## src/design/bdq_pkg.sv

```systemverilog
// shared types and codes for the bounded deque with value delete
// no dependencies
package bdq_pkg;

  localparam int DEPTH_DEF = 16;
  localparam int VALUE_W   = 32;
  localparam int KIND_W    = 3;
  localparam int STATUS_W  = 2;
  localparam int COUNT_W   = 5;

  localparam logic [KIND_W-1:0] KIND_PUSH_FRONT = 3'd0;
  localparam logic [KIND_W-1:0] KIND_PUSH_BACK  = 3'd1;
  localparam logic [KIND_W-1:0] KIND_POP_FRONT  = 3'd2;
  localparam logic [KIND_W-1:0] KIND_POP_BACK   = 3'd3;
  localparam logic [KIND_W-1:0] KIND_DELETE     = 3'd4;

  localparam logic [STATUS_W-1:0] ST_OK       = 2'd0;
  localparam logic [STATUS_W-1:0] ST_EMPTY    = 2'd1;
  localparam logic [STATUS_W-1:0] ST_FULL     = 2'd2;
  localparam logic [STATUS_W-1:0] ST_NOTFOUND = 2'd3;

  typedef struct packed {
    logic [KIND_W-1:0]         kind;
    logic signed [VALUE_W-1:0] value;
  } in_word_t;

  typedef struct packed {
    logic [STATUS_W-1:0]       status;
    logic signed [VALUE_W-1:0] removed_value;
    logic [COUNT_W-1:0]        count;
  } out_word_t;

  // per-cycle command broadcast to every cell; pushes and pops already qualified by fill
  typedef struct packed {
    logic                      push_front;
    logic                      push_back;
    logic                      pop_front;
    logic                      pop_back;
    logic                      del;
    logic signed [VALUE_W-1:0] key;
  } cell_cmd_t;

endpackage

```

## src/design/bdq_cell.sv

```systemverilog
// one storage cell of the deque row: value, occupancy, shift and match
// depends on bdq_pkg
module bdq_cell
  import bdq_pkg::*;
(
  input  logic                      clk,
  input  logic                      rst_n,
  input  cell_cmd_t                 cmd,
  input  logic signed [VALUE_W-1:0] left_val,
  input  logic                      left_vld,
  input  logic signed [VALUE_W-1:0] right_val,
  input  logic                      right_vld,
  input  logic                      found_in,
  output logic                      found_out,
  output logic signed [VALUE_W-1:0] val,
  output logic                      vld,
  output logic signed [VALUE_W-1:0] tail_val
);

  logic signed [VALUE_W-1:0] val_r, val_nxt;
  logic                      vld_r, vld_nxt;
  logic                      match;
  logic                      is_tail;
  logic                      is_last;

  assign match     = vld_r && (val_r == cmd.key);
  assign found_out = found_in || match;
  assign is_tail   = !vld_r && left_vld;
  assign is_last   = vld_r && !right_vld;
  assign tail_val  = is_last ? val_r : '0;
  assign val       = val_r;
  assign vld       = vld_r;

  always_comb begin
    val_nxt = val_r;
    vld_nxt = vld_r;
    if (cmd.push_front) begin
      val_nxt = left_val;
      vld_nxt = left_vld;
    end else if (cmd.push_back) begin
      if (is_tail) begin
        val_nxt = cmd.key;
        vld_nxt = 1'b1;
      end
    end else if (cmd.pop_front || (cmd.del && found_out)) begin
      val_nxt = right_val;
      vld_nxt = right_vld;
    end else if (cmd.pop_back) begin
      if (is_last) begin
        vld_nxt = 1'b0;
      end
    end
  end

  always_ff @(posedge clk) begin
    val_r <= val_nxt;
    if (!rst_n) begin
      vld_r <= 1'b0;
    end else begin
      vld_r <= vld_nxt;
    end
  end

endmodule

```

## src/design/bounded_deque_with_value_delete.sv

```systemverilog
// Bounded deque of signed 32-bit values with delete of the first matching value.
// One command word is taken in every clock cycle (busy stays low) and its result
// word appears on out_word with out_strobe in the cycle after acceptance;
// the receiver must take it then. All commands, including delete, are done at
// once because every cell of the row compares and shifts in parallel; the
// first-match flag ripples combinationally through the row of DEPTH cells.
// depends on bdq_pkg and bdq_cell
module bounded_deque_with_value_delete
  import bdq_pkg::*;
#(
  parameter int DEPTH = DEPTH_DEF
) (
  input  logic      clk,
  input  logic      rst_n,
  input  logic      start,
  output logic      busy,
  input  in_word_t  in_word,
  output logic      out_strobe,
  output out_word_t out_word
);

  localparam int FILL_W = $clog2(DEPTH + 1);

  logic [FILL_W-1:0] fill_r, fill_nxt;
  logic              out_strobe_r;
  out_word_t         out_word_r, out_word_nxt;

  logic              accept;
  logic              full;
  logic              empty;
  cell_cmd_t         cmd;

  logic signed [VALUE_W-1:0] cell_val  [DEPTH];
  logic                      cell_vld  [DEPTH];
  logic signed [VALUE_W-1:0] cell_tail [DEPTH];
  logic [DEPTH:0]            found;
  logic signed [VALUE_W-1:0] back_val;
  logic [DEPTH-1:0]          vld_vec;

  assign busy   = 1'b0;
  assign accept = start && !busy;
  assign full   = (fill_r == FILL_W'(DEPTH));
  assign empty  = (fill_r == '0);

  always_comb begin
    cmd            = '0;
    cmd.key        = in_word.value;
    cmd.push_front = accept && (in_word.kind == KIND_PUSH_FRONT) && !full;
    cmd.push_back  = accept && (in_word.kind == KIND_PUSH_BACK) && !full;
    cmd.pop_front  = accept && (in_word.kind == KIND_POP_FRONT) && !empty;
    cmd.pop_back   = accept && (in_word.kind == KIND_POP_BACK) && !empty;
    cmd.del        = accept && (in_word.kind == KIND_DELETE);
  end

  assign found[0] = 1'b0;

  for (genvar i = 0; i < DEPTH; i++) begin : g_cell
    logic signed [VALUE_W-1:0] lv;
    logic                      lvl;
    logic signed [VALUE_W-1:0] rv;
    logic                      rvl;

    if (i == 0) begin : g_first
      assign lv  = in_word.value;
      assign lvl = 1'b1;
    end else begin : g_mid
      assign lv  = cell_val[i-1];
      assign lvl = cell_vld[i-1];
    end

    if (i == DEPTH - 1) begin : g_last
      assign rv  = '0;
      assign rvl = 1'b0;
    end else begin : g_inner
      assign rv  = cell_val[i+1];
      assign rvl = cell_vld[i+1];
    end

    bdq_cell u_cell (
      .clk       (clk),
      .rst_n     (rst_n),
      .cmd       (cmd),
      .left_val  (lv),
      .left_vld  (lvl),
      .right_val (rv),
      .right_vld (rvl),
      .found_in  (found[i]),
      .found_out (found[i+1]),
      .val       (cell_val[i]),
      .vld       (cell_vld[i]),
      .tail_val  (cell_tail[i])
    );

    assign vld_vec[i] = cell_vld[i];
  end

  // one-hot or of the last occupied cell
  always_comb begin
    back_val = '0;
    for (int i = 0; i < DEPTH; i++) begin
      back_val = back_val | cell_tail[i];
    end
  end

  always_comb begin
    fill_nxt                   = fill_r;
    out_word_nxt               = '0;
    out_word_nxt.status        = ST_OK;
    case (in_word.kind)
      KIND_PUSH_FRONT, KIND_PUSH_BACK: begin
        if (full) begin
          out_word_nxt.status = ST_FULL;
        end else begin
          fill_nxt = fill_r + FILL_W'(1);
        end
      end
      KIND_POP_FRONT: begin
        if (empty) begin
          out_word_nxt.status = ST_EMPTY;
        end else begin
          fill_nxt                   = fill_r - FILL_W'(1);
          out_word_nxt.removed_value = cell_val[0];
        end
      end
      KIND_POP_BACK: begin
        if (empty) begin
          out_word_nxt.status = ST_EMPTY;
        end else begin
          fill_nxt                   = fill_r - FILL_W'(1);
          out_word_nxt.removed_value = back_val;
        end
      end
      KIND_DELETE: begin
        if (empty) begin
          out_word_nxt.status = ST_EMPTY;
        end else if (found[DEPTH]) begin
          fill_nxt                   = fill_r - FILL_W'(1);
          out_word_nxt.removed_value = in_word.value;
        end else begin
          out_word_nxt.status = ST_NOTFOUND;
        end
      end
      default: begin
      end
    endcase
    out_word_nxt.count = COUNT_W'(fill_nxt);
  end

  always_ff @(posedge clk) begin
    if (accept) begin
      out_word_r <= out_word_nxt;
    end
    if (!rst_n) begin
      fill_r       <= '0;
      out_strobe_r <= 1'b0;
    end else begin
      out_strobe_r <= accept;
      if (accept) begin
        fill_r <= fill_nxt;
      end
    end
  end

  assign out_strobe = out_strobe_r;
  assign out_word   = out_word_r;

`ifndef SYNTHESIS
  a_fill_bound: assert property (@(posedge clk) disable iff (!rst_n)
    fill_r <= FILL_W'(DEPTH))
    else $error("fill above depth");

  a_occupancy: assert property (@(posedge clk) disable iff (!rst_n)
    $countones(vld_vec) == int'(fill_r))
    else $error("cell occupancy disagrees with fill");

  a_strobe: assert property (@(posedge clk) disable iff (!rst_n)
    accept |=> out_strobe)
    else $error("accepted word produced no result");

  a_full_hold: assert property (@(posedge clk) disable iff (!rst_n)
    (accept && full && (in_word.kind == KIND_PUSH_FRONT || in_word.kind == KIND_PUSH_BACK))
    |=> (out_word.status == ST_FULL) && $stable(fill_r))
    else $error("push into full store changed state");

  a_empty_result: assert property (@(posedge clk) disable iff (!rst_n)
    (out_strobe && out_word.status == ST_EMPTY) |-> (out_word.removed_value == '0))
    else $error("empty result carries a value");
`endif

endmodule
```

## config.mk

```make
export PLATFORM = sky130hd
export DESIGN_NAME = bounded_deque_with_value_delete
export DESIGN_NICKNAME = d
export VERILOG_FILES = /design/src/design/bdq_pkg.sv /design/src/design/bdq_cell.sv /design/src/design/bounded_deque_with_value_delete.sv
export SDC_FILE = /design/constraint.sdc
export NUM_CORES = 2
export LEC_CHECK = 0
export BUFFER_PORTS_ARGS = -buffer_cell sky130_fd_sc_hd__buf_2
export CAP_MARGIN = 20
export CORE_MARGIN = 2
export CORE_UTILIZATION = 35
export CTS_BUF_LIST = sky130_fd_sc_hd__clkbuf_4 sky130_fd_sc_hd__clkbuf_8
export DETAILED_ROUTE_END_ITERATION = 16
export GPL_TIMING_DRIVEN = 0
export MAX_ROUTING_LAYER = met4
export PLACE_DENSITY = 0.55
export SYNTH_ARGS = -nofsm -noshare
export SYNTH_HDL_FRONTEND = slang
export SYNTH_SLANG_ARGS = --single-unit
```

## constraint.sdc

```tcl
create_clock -name clk -period 14.4 [get_ports clk]
set_input_delay 1.44 -clock clk [delete_from_list [all_inputs] [get_ports clk]]
set_output_delay 1.44 -clock clk [all_outputs]
set_load 0.03 [all_outputs]
```

==> impl_metrics.ini <==
[worst_setup_path]
crit_slowest_cell = nor4_1
critPathArrivalTime_ns = 7.07
path_class = input port to flip-flop
path_cells = buf_2 -> buf_4 -> buf_2 -> xnor2_1 -> nand4_1 -> nor4_1 -> nand4_1 -> o2111ai_1 -> nor4_4 -> nor2_1 -> buf_2 -> o2bb2ai_1
cp-start-kind = input port
max_stage_delay_ns = 1.09
worstReg2RegStart = g_cell[12].u_cell.val[7]$_DFFE_PP_
crit_path_end_kind = flip-flop
crit_fanout = 10
crit_required_ns = 14.87
startpoint = in_word[7]
crit_top_cell = buf_2

[detailed_routing]
drtIter0Drc = 8395
dr.max_layer_used = met4
first_pass_iters = 6
wl_met2_microns = 112000
post-route-drc-count = 0
drt-total-wl_microns = 286800
vias_per_cell = 7.068
detail-route-antenna-nets = 0
route.layer.met1.wl_microns = 106700
wl_met3_microns = 43620
wl_per_cell_microns = 49.19
detailroute.via_count = 41208

[synthesis]
synthSimpleGateAreaFrac_pct = 15.02
syn_area_sq_um = 37110
yosysMostFrequentCell = nand2_1
yosysTopAreaCellShare_pct = 44.58
synth_top_family_by_area = compound AO/OA/AOI/OAI gates
avgSynthCellArea_sq_um = 9.079
synth_mux_area_share_pct = 0.1146
synthAdderAreaFrac_pct = 0.06742
ys_seq_area_share_pct = 45.77
synth_area_leader_cell = edfxtp_1
synth_area_leaders = edfxtp_1 45%, a21oi_1 7.1%, o21ai_0 6.9%
synthArstFlopShare_pct = 0
synth_compound_area_share_pct = 22.38
synth.net_count = 4128
synth_seq_cells = 573
synthTopCellsByCount = 578 x nand2_1, 551 x edfxtp_1, 523 x a21oi_1, 508 x o21ai_0, 314 x clkbuf_1
synth_ff_type = edfxtp_1
ys.warnings.count = 0
synth_xor_area_share_pct = 11.82
ys_types = 71
synth-edff-count = 551
syn_inst = 4088

[timing]
skew_ns = 0.04982
worstMarginPinSlew_ns = 1.417
relSlewSlack_pct = 4.662
rsz0062_at_grt = no
fin_crit_ns = 6.596
hold_viol_final = 0
fmax_mhz = 151.6
slew_violations = 0
fin_crit_sh_pct = 45.80
setup_tns_ns = 0
setup_viol = 0

[grt]
grt_antenna_before_repair = 39
grt_pass1_wl_microns = 365000
grt_max_degree = 45
overflow = 0
grt.total_usage_pct = 53.07
grt_pass1_vias = 36832

[clock_network]
cts-resized-gates = 0
root_buffer = clkbuf_8
clock_latency_ns = 0.88
htreeDepth = 3
hold_buffers = 0
cts_buffers = 110
clockBufferDepth = 3
clkTransAtPathRegs_ns = 0.06
cts_setup_buffers = 0
cts_tree = yes
cts_sinks = 573

[pwr]
power.internal_uw = 3066
irDropWorstVdd_mv = 0.08345
power_density_nw_per_um2 = 110.7
power.leakage_uw = 0.01454
switching_power_uw = 1644
combPwrFrac_pct = 18.4
p_clk_share_pct = 38.1
switching_share_pct = 34.91
power_frac_seq_pct = 43.5

[cells_and_area]
seq_area_sq_um = 16990
multi_input_area_sq_um = 18430
fin_util_pct = 40.42
stdcell_area_sq_um = 42550
area_delta_synth_final_pct = 14.64
final_net_count = 4354
layout-drive-gt1-share_pct = 9.033
fillerInstances = 10721

[job]
drv_cap = 0

[floorplan]
die_h_microns = 329.6
die_w_microns = 329.6
std_cell_rows = 119
ioPinCount = 79
start_util_pct = 35.26
die_area_sq_um = 108700
core_sq_um = 105300

[placement]
place.port_buffers = 54
dpl_cell_area_sq_um = 40020
hpwl_microns = 230000
globalplace.congestion = 1.173

[worst_hold_path]
hold_class = flip-flop to flip-flop
hp-start = fill_r[4]$_SDFFE_PN0P_

[run_status]
outcome = completed
[sequential cells by signal (all words and copies together), names as in the netlist]
signal             flops
fill_r                 5
out_strobe             1
out_word              39
g_cell.u_cell.vld     16
g_cell.u_cell.val    512
[path summary, 6_finish.rpt]
| path | end | slack, ns | cells past startpoint |
|---|---|---|---|
| worst min register to register | fill_r[4]$_SDFFE_PN0P_ | 0.63 | 2 |
| worst max register to register | out_word[27]$_DFFE_PP_ | 8.57 | 9 |
| worst min-delay path | fill_r[4]$_SDFFE_PN0P_ | 0.63 | 2 |
| worst max-delay path | out_word[27]$_DFFE_PP_ | 7.80 | 12 |
[per-stage QoR]
stage / power (uW) / hold WS [ns] / instances / worst slack [ns]
3_3_place_gp: 2845 / 0.6056 / 5533 / 4.813
2_1_floorplan: 2405 / 0.5198 / 4088 / 8.855
4_1_cts: 4602 / 0.6182 / 5782 / 8.750
5_1_grt: 4749 / 0.6384 / 5822 / 8.523
6_report: 4709 / 0.6252 / 5830 / 7.804
3_5_place_dp: 2857 / 0.6030 / 5578 / 7.911
[layout make-up]
class                   instances  area share [%]
diodes                         33          0.1941
plain buffers                 396           4.035
clock buffers                 145           4.249
clock inverters                59           1.073
inverters                      21          0.1853
multi-input cells            3098           43.32
flip-flops and latches        573           39.92
well taps                    1391           4.090
repair buffers                114           2.935
[cells in the final DEF (no fill, tap or decap), drive strengths merged, types with 6 or more instances in the layout]
cell     count
edfxtp     551
nor2       121
a22oi      138
a31oi       14
dfxtp       22
o21a        11
clkinv      47
o2111ai      6
or3          8
a22o        34
o2bb2ai     19
xnor2      261
nand2      578
a21oi      523
nand4b      15
buf        194
nand3       61
nand4      135
diode       33
and3        16
clkbuf     461
o211ai      12
and2        30
nor3        37
nor4b        6
or4          7
a21o        16
a221oi      61
bufinv       7
a221o       17
nand2b      19
a211oi       7
inv         24
o221ai       6
xor2       240
nor4       107
nor2b       22
o21ai      510
[worst max-delay path: cells and delay by family]
kind | cells | cell delay (ns)
and+or+nand+nor | 5 | 2.44
buffers and inverters | 4 | 1.33
AOI/OAI and AO/OA | 2 | 1.00
xor gates and xnor gates | 1 | 0.78
[power by group through the flow]
stage                     combinational [uW]  sequential, uW  clock [uW]
after floorplan                          401            2000           0
after global placement                   766            2080           0
after detailed placement                 783            2070           0
after CTS                                787            2040        1780
after global routing                     866            2040        1840
final                                    866            2050        1790
[metal layers]
layer / track usage (%) / vias up
met5: - / -
met4: 35.05 / 0
met3: 25.70 / 1055
met2: 69.95 / 4040
met1: 63.31 / 20478
li1: - / 15635
[kinds of logic (layout without fill, tap and decap cells)]
group / count (synthesis) / after routing
AO/OA/AOI/OAI: 1417 / 1417
AND/OR/NAND/NOR: 1173 / 1173
flip-flops: 573 / 573
XOR/XNOR: 501 / 501
buffers and inverters: 417 / 735
multiplexers: 4 / 4
adder cells (fa/ha/maj): 2 / 2
other: 1 / 34
(Power assumes the default switching activity.)
